==> config.mk <==
export PLATFORM = sky130hd
export DESIGN_NAME = indexed_insert_delete_array_top
export DESIGN_NICKNAME = d
export VERILOG_FILES = /design/src/iida_pkg.sv /design/src/iida_cell.sv /design/src/indexed_insert_delete_array_top.sv
export SDC_FILE = /design/constraint.sdc
export NUM_CORES = 2
export LEC_CHECK = 0
export ABC_AREA = 0
export BUFFER_PORTS_ARGS = -buffer_cell sky130_fd_sc_hd__buf_2
export CAP_MARGIN = 20
export CORE_MARGIN = 2
export CORE_UTILIZATION = 30
export CTS_BUF_LIST = sky130_fd_sc_hd__clkbuf_4 sky130_fd_sc_hd__clkbuf_8 sky130_fd_sc_hd__clkbuf_16
export CTS_CLUSTER_SIZE = 16
export DETAILED_ROUTE_END_ITERATION = 10
export RECOVER_POWER = 50
export SLEW_MARGIN = 20
export SYNTH_ARGS = -nofsm -noshare
export SYNTH_HDL_FRONTEND = slang
export SYNTH_SLANG_ARGS = --single-unit
==> constraint.sdc <==
create_clock -name clk -period 4.3 [get_ports clk]
set_input_delay 0.215 -clock clk [delete_from_list [all_inputs] [get_ports clk]]
set_output_delay 0.215 -clock clk [all_outputs]
set_load 0.01 [all_outputs]
==> src/iida_pkg.sv <==
// Shared constants, types and codes for the indexed insert/delete array.
package iida_pkg;

    localparam int DEPTH         = 16;
    localparam int ELEMENT_WIDTH = 32;
    localparam int POS_W         = 5;
    localparam int COUNT_W       = 5;
    localparam int IDX_W         = $clog2(DEPTH);

    typedef logic [ELEMENT_WIDTH-1:0] elem_t;
    typedef logic [POS_W-1:0]         pos_t;
    typedef logic [COUNT_W-1:0]       count_t;

    typedef enum logic [1:0] {
        OP_INSERT = 2'd0,
        OP_REMOVE = 2'd1,
        OP_READ   = 2'd2,
        OP_WRITE  = 2'd3
    } op_t;

    typedef enum logic [1:0] {
        ST_OK    = 2'd0,
        ST_RANGE = 2'd1,
        ST_FULL  = 2'd2
    } status_t;

    typedef struct packed {
        logic  ins;
        logic  rem;
        logic  wr;
        pos_t  pos;
        elem_t value;
    } cell_ctrl_t;

endpackage

==> src/iida_cell.sv <==
// One storage cell of the array chain; shifts with its neighbors on insert and remove.
module iida_cell
(
    input  logic                clk,
    input  iida_pkg::cell_ctrl_t ctrl,
    input  iida_pkg::pos_t      idx,
    input  iida_pkg::elem_t     lower_data,
    input  iida_pkg::elem_t     upper_data,
    output iida_pkg::elem_t     data
);

    iida_pkg::elem_t data_reg;
    iida_pkg::elem_t data_next;

    always_comb
    begin
        data_next = data_reg;
        if (ctrl.ins)
        begin
            if (idx > ctrl.pos)
            begin
                data_next = lower_data;
            end
            else if (idx == ctrl.pos)
            begin
                data_next = ctrl.value;
            end
        end
        else if (ctrl.rem)
        begin
            if (idx >= ctrl.pos)
            begin
                data_next = upper_data;
            end
        end
        else if (ctrl.wr)
        begin
            if (idx == ctrl.pos)
            begin
                data_next = ctrl.value;
            end
        end
    end

    always_ff @(posedge clk)
    begin
        data_reg <= data_next;
    end

    assign data = data_reg;

endmodule

==> src/indexed_insert_delete_array_top.sv <==
// Top level of the indexed insert/delete array: control, cell chain and result register.
//
// Usage:
//   Input channel (in_valid, in_stall, func, position, value) takes one
//   operation per beat: insert, remove, read or overwrite at an index.
//   Output channel (out_valid, out_stall, status, read_value, count) gives
//   one result beat per operation, in order.
//   The result of an accepted beat is registered at the edge that accepts
//   it and held until taken. Throughput is one operation per cycle while
//   the output is not stalled; every cell of the chain shifts with its
//   neighbor in the same cycle, so insert and remove are as fast as read
//   and write. While a result waits and out_stall is high, in_stall is
//   high and no new operation is taken; a result taken in a cycle frees
//   the input in that same cycle.
//   Reset empties the array (fill count zero) and clears the output valid
//   flag; the count output register is not reset. Cell contents are not
//   cleared; positions at or above the count are never read.
module indexed_insert_delete_array_top
(
    input  logic        clk,
    input  logic        rst_n,
    input  logic        in_valid,
    output logic        in_stall,
    input  logic [1:0]  func,
    input  logic [4:0]  position,
    input  logic [31:0] value,
    output logic        out_valid,
    input  logic        out_stall,
    output logic [1:0]  status,
    output logic [31:0] read_value,
    output logic [4:0]  count
);

    logic                  out_valid_reg;
    iida_pkg::status_t     status_reg;
    iida_pkg::elem_t       read_value_reg;
    iida_pkg::count_t      count_reg;
    iida_pkg::count_t      fill_reg;

    iida_pkg::status_t     status_next;
    iida_pkg::elem_t       read_value_next;
    iida_pkg::count_t      fill_next;
    iida_pkg::cell_ctrl_t  ctrl;
    iida_pkg::elem_t       cell_data [iida_pkg::DEPTH];
    iida_pkg::op_t         op;
    logic                  accept;

    assign in_stall = out_valid_reg && out_stall;
    assign accept   = in_valid && !in_stall;
    assign op       = iida_pkg::op_t'(func);

    always_comb
    begin
        status_next     = iida_pkg::ST_OK;
        read_value_next = '0;
        fill_next       = fill_reg;
        ctrl.ins        = 1'b0;
        ctrl.rem        = 1'b0;
        ctrl.wr         = 1'b0;
        ctrl.pos        = position;
        ctrl.value      = value[iida_pkg::ELEMENT_WIDTH-1:0];
        case (op)
            iida_pkg::OP_INSERT:
            begin
                if (position > fill_reg)
                begin
                    status_next = iida_pkg::ST_RANGE;
                end
                else if (fill_reg == iida_pkg::COUNT_W'(iida_pkg::DEPTH))
                begin
                    status_next = iida_pkg::ST_FULL;
                end
                else
                begin
                    ctrl.ins  = accept;
                    fill_next = fill_reg + 1'b1;
                end
            end
            iida_pkg::OP_REMOVE:
            begin
                if (position >= fill_reg)
                begin
                    status_next = iida_pkg::ST_RANGE;
                end
                else
                begin
                    ctrl.rem  = accept;
                    fill_next = fill_reg - 1'b1;
                end
            end
            iida_pkg::OP_READ:
            begin
                if (position >= fill_reg)
                begin
                    status_next = iida_pkg::ST_RANGE;
                end
                else
                begin
                    read_value_next = cell_data[position[iida_pkg::IDX_W-1:0]];
                end
            end
            iida_pkg::OP_WRITE:
            begin
                if (position >= fill_reg)
                begin
                    status_next = iida_pkg::ST_RANGE;
                end
                else
                begin
                    ctrl.wr = accept;
                end
            end
            default:
            begin
                status_next = iida_pkg::ST_RANGE;
            end
        endcase
    end

    genvar g;
    generate
        for (g = 0; g < iida_pkg::DEPTH; g++)
        begin : g_cell
            iida_pkg::elem_t lower_data;
            iida_pkg::elem_t upper_data;
            if (g == 0)
            begin : g_first
                assign lower_data = cell_data[g];
            end
            else
            begin : g_mid_lo
                assign lower_data = cell_data[g-1];
            end
            if (g == iida_pkg::DEPTH - 1)
            begin : g_last
                assign upper_data = cell_data[g];
            end
            else
            begin : g_mid_hi
                assign upper_data = cell_data[g+1];
            end
            iida_cell u_cell
            (
                .clk        (clk),
                .ctrl       (ctrl),
                .idx        (iida_pkg::POS_W'(g)),
                .lower_data (lower_data),
                .upper_data (upper_data),
                .data       (cell_data[g])
            );
        end
    endgenerate

    always_ff @(posedge clk or negedge rst_n)
    begin
        if (!rst_n)
        begin
            out_valid_reg <= 1'b0;
            fill_reg      <= '0;
        end
        else
        begin
            if (accept)
            begin
                out_valid_reg <= 1'b1;
                fill_reg      <= fill_next;
            end
            else if (!out_stall)
            begin
                out_valid_reg <= 1'b0;
            end
        end
    end

    always_ff @(posedge clk)
    begin
        if (accept)
        begin
            status_reg     <= status_next;
            read_value_reg <= read_value_next;
            count_reg      <= fill_next;
        end
    end

    assign out_valid  = out_valid_reg;
    assign status     = status_reg;
    assign read_value = 32'(read_value_reg);
    assign count      = count_reg;

endmodule

==> reports/summary.txt <==
Capturing element of the worst setup path - g_cell[3].u_cell.data[19]
Post-route core utilization - 33.7%
Synth top area cells - sky130_fd_sc_hd__edfxtp_1 (38%), sky130_fd_sc_hd__mux2i_1 (20%), sky130_fd_sc_hd__mux4_2 (8.4%)
Proportion of register bits with asynchronous set or reset after synthesis - 1.08%
Antenna viol nets, final - 0
Netlist area before placement - 43000 µm²
Mean area per synthesized cell - 11.2 µm²
# port buffers - 83
Die outline width - 383 µm
Number of buffers added by the clock tree synthesis step - 69
Worst Path Max Fanout - 32
RSZ-0062 raised after global routing - false
Number of flip-flops in the largest register - 512
R2R setup slack - 0.21 ns
Headroom to the max-slew limit - 8.37%
Layout area overhead - 11.4%
Total number of H-tree levels - 3
Highest clock rate - 0.244 GHz
Largest clock skew in the final design - 0.0429 ns
Share of the cycle needed by the critical path after routing - 95.2%
Max Cap Violations - 0
Kind of start point of the critical path - flip-flop
Final global-route overflow total - 0
Transition time at the pin with the least slew margin - 1.37 ns
Footprint of the multi-input gates - 24700 µm²
Worst ir drop on vdd - 0.460 mV
Clock slew at reported path FFs - 0.06 ns
Area share of the largest cell type after synthesis - 38.5%
Top_reg_cell synth - sky130_fd_sc_hd__edfxtp_1
Antenna violations before repair - 16
Worst hold slack after final layout - 0.175 ns
Nets@finish - 3733
Via count of the first global-routing pass - 33894
WP data required - 4.50 ns
Area inside the core boundary - 142000 µm²
Ports placed on the boundary - 84
Via count normalized by instance count - 6.18
Root cell of the clock tree - sky130_fd_sc_hd__clkbuf_16
Synth Warn # - 0
Critical R2R Launch - fill_reg[2]
Worst slack, placed - 0.432 ns
Global-route usage over all layers - 21.0%
Final Wtd Congestion - 0.849
Setup fix buffers added after clock tree synthesis - 0
Sequential cell area fraction in the yosys report - 38.8%
First DRT Iteration DRCs - 4264
Sink count of the clock tree - 557
Residual DRC - 0
Ratio of cells with drive above 1 in the final layout - 18.0%
Maximum number of pins on one net before global-route repair - 192
Endpoint of the worst register-to-register path - g_cell[3].u_cell.data[19]
Std cell rows - 138
Reported leakage power - 20.8 nW
Worst Setup Path Type - reg2reg
Total power density per cell area - 410 nW/µm²
Number of flip-flops and latches in the synthesized netlist - 557
Cell count of the worst reg-to-reg path - 9
Setup violations, final - 0
First-pass GRT wire length - 234 mm
Element type at the critical path end - flip-flop
Max Transition Viols Final - 0
Final hold violation count - 0
First drt pass iteration count - 5
Number of buffers between clock root and the deepest sink - 3
Detailed-placement wirelength estimate - 90.3 mm
Clock tree from TritonCTS - built
Worst setup slack after layout - 0.206 ns
Count of distinct cell types in the synthesized netlist - 57
Final min period - 4.09 ns
Result of the run - finished, final reports clean
Clock network latency to the later pin of the worst-skew pair - 0.66 ns
Number of standard cells after synthesis - 3834
Initial standard-cell utilization of the core - 30.3%
Worst setup path start - fill_reg[2]
Number of synthesized flops with an enable pin - 551
Routed length per placed instance - 28.2 µm
Die Y-Extent - 383 µm
Worst Hold Class - in2reg
Number of fill cells in the layout - 14207
Overall routed net length - 158 mm
Data arrival time of the critical path - 4.30 ns
Nets in the synthesized netlist - 3890
Die Outline Area - 146000 µm²
Number of vias after detailed routing - 34736
Top cell type by total area after synthesis - sky130_fd_sc_hd__edfxtp_1
Footprint of the flip-flops and latches - 16700 µm²
logic make-up after synthesis:
logic type	synth area share [%]
compound gates	13.4
xor+xnor	0.0407
fa+ha+maj	0.378
buf+inv	4.47
flops	38.8
mux	35.1
simple gates	7.74
where the power goes:
group	total, mW	leakage (nW)	switching (mW)	internal (mW)
Clock	6.13	1.11	2.56	3.56
Combinational	5.77	14.6	3.55	2.21
Sequential	7.73	5.16	0.672	7.06
worst min path at each step:
stage	from	to	slack (ns)	cells after the start
5_1_grt	value[30]	g_cell[15].u_cell.data[30]	0.18	3
3_5_place_dp	rst_n	out_valid	0.07	1
3_3_place_gp	rst_n	out_valid	0.07	1
2_1_floorplan	rst_n	fill_reg[0]	-0.08	0
6_report	value[30]	g_cell[15].u_cell.data[30]	0.18	3
4_1_cts	value[27]	g_cell[15].u_cell.data[27]	0.14	3
timing repair:
item	CTS	global route
endpoints found under the hold margin	7	0
gates resized for setup	0	0
hold buffers	4	0
metal layers:
metal	part of all wire (%)	GRT usage (%)	vias to the layer above
li1	-	-	14891
met1	41	28.6	17602
met2	45	32.4	1856
met3	9.9	4.79	379
met4	3.7	7.39	8
met5	0.030	0	-
final cells by class:
class,count,area share [%]
Multi-Input combinational cell,2823,51.6
Sequential cell,557,34.9
Tap cell,1890,4.94
Clock buffer,81,3.87
Timing Repair Buffer,214,3.73
Clock inverter,38,0.880
Inverter,12,0.112
Antenna cell,6,0.0314
per-stage QoR:
stage	setup TNS [ns]	power (mW)	std cells	instance area, µm²
floorplan	-129.01	11.5	3834	43000
global placement	0	13.4	5492	45800
detailed placement	0	13.5	5492	45800
CTS	0	19.7	5615	48100
global route	0	20.3	5617	47900
finish	0	19.6	5621	47900
layout by cell type, fill, tap and decap left out, drive strengths merged, types with 3 or more instances in the layout:
cell	Yosys	layout
clkbuf	293	148
a221o	6	6
nor2	274	274
mux2i	862	862
edfxtp	551	551
o21ai	39	39
and3	36	36
nand2	57	57
nor4	258	258
or3	3	3
a31oi	3	3
clkinvlp	0	4
diode	0	6
ha	13	13
mux4	160	160
inv	12	13
bufinv	0	8
buf	149	143
a21oi	279	279
a211oi	260	260
a21o	259	259
nor2b	5	5
nand4	3	3
nor3b	3	3
or2	3	3
nand2b	7	7
mux2	256	256
nand3	10	10
clkinv	0	25
dlygate4sd3	0	4
dfrtp	6	6
worst max-delay path: stages (launching register included):
cell and delay [ns]:
sky130_fd_sc_hd__dfrtp_1 0.54, sky130_fd_sc_hd__inv_1 0.14, sky130_fd_sc_hd__ha_1 0.34, sky130_fd_sc_hd__nand4_1 0.21, sky130_fd_sc_hd__o221ai_1 0.32, sky130_fd_sc_hd__a211oi_2 0.20, sky130_fd_sc_hd__nor2_4 0.90, sky130_fd_sc_hd__buf_12 0.32
sky130_fd_sc_hd__a21oi_4 0.07, sky130_fd_sc_hd__clkbuf_4 0.58
synthesized netlist by cell type (64+ instances only):
cell / count
sky130_fd_sc_hd__nor2_1: 273
sky130_fd_sc_hd__a211oi_1: 259
sky130_fd_sc_hd__a21oi_1: 279
sky130_fd_sc_hd__buf_2: 103
sky130_fd_sc_hd__nor4_1: 258
sky130_fd_sc_hd__mux2i_1: 862
sky130_fd_sc_hd__edfxtp_1: 551
sky130_fd_sc_hd__a21o_1: 259
sky130_fd_sc_hd__clkbuf_1: 293
sky130_fd_sc_hd__mux4_2: 160
sky130_fd_sc_hd__mux2_2: 192
sky130_fd_sc_hd__mux2_1: 64
Power figures use the tool's default switching activity.
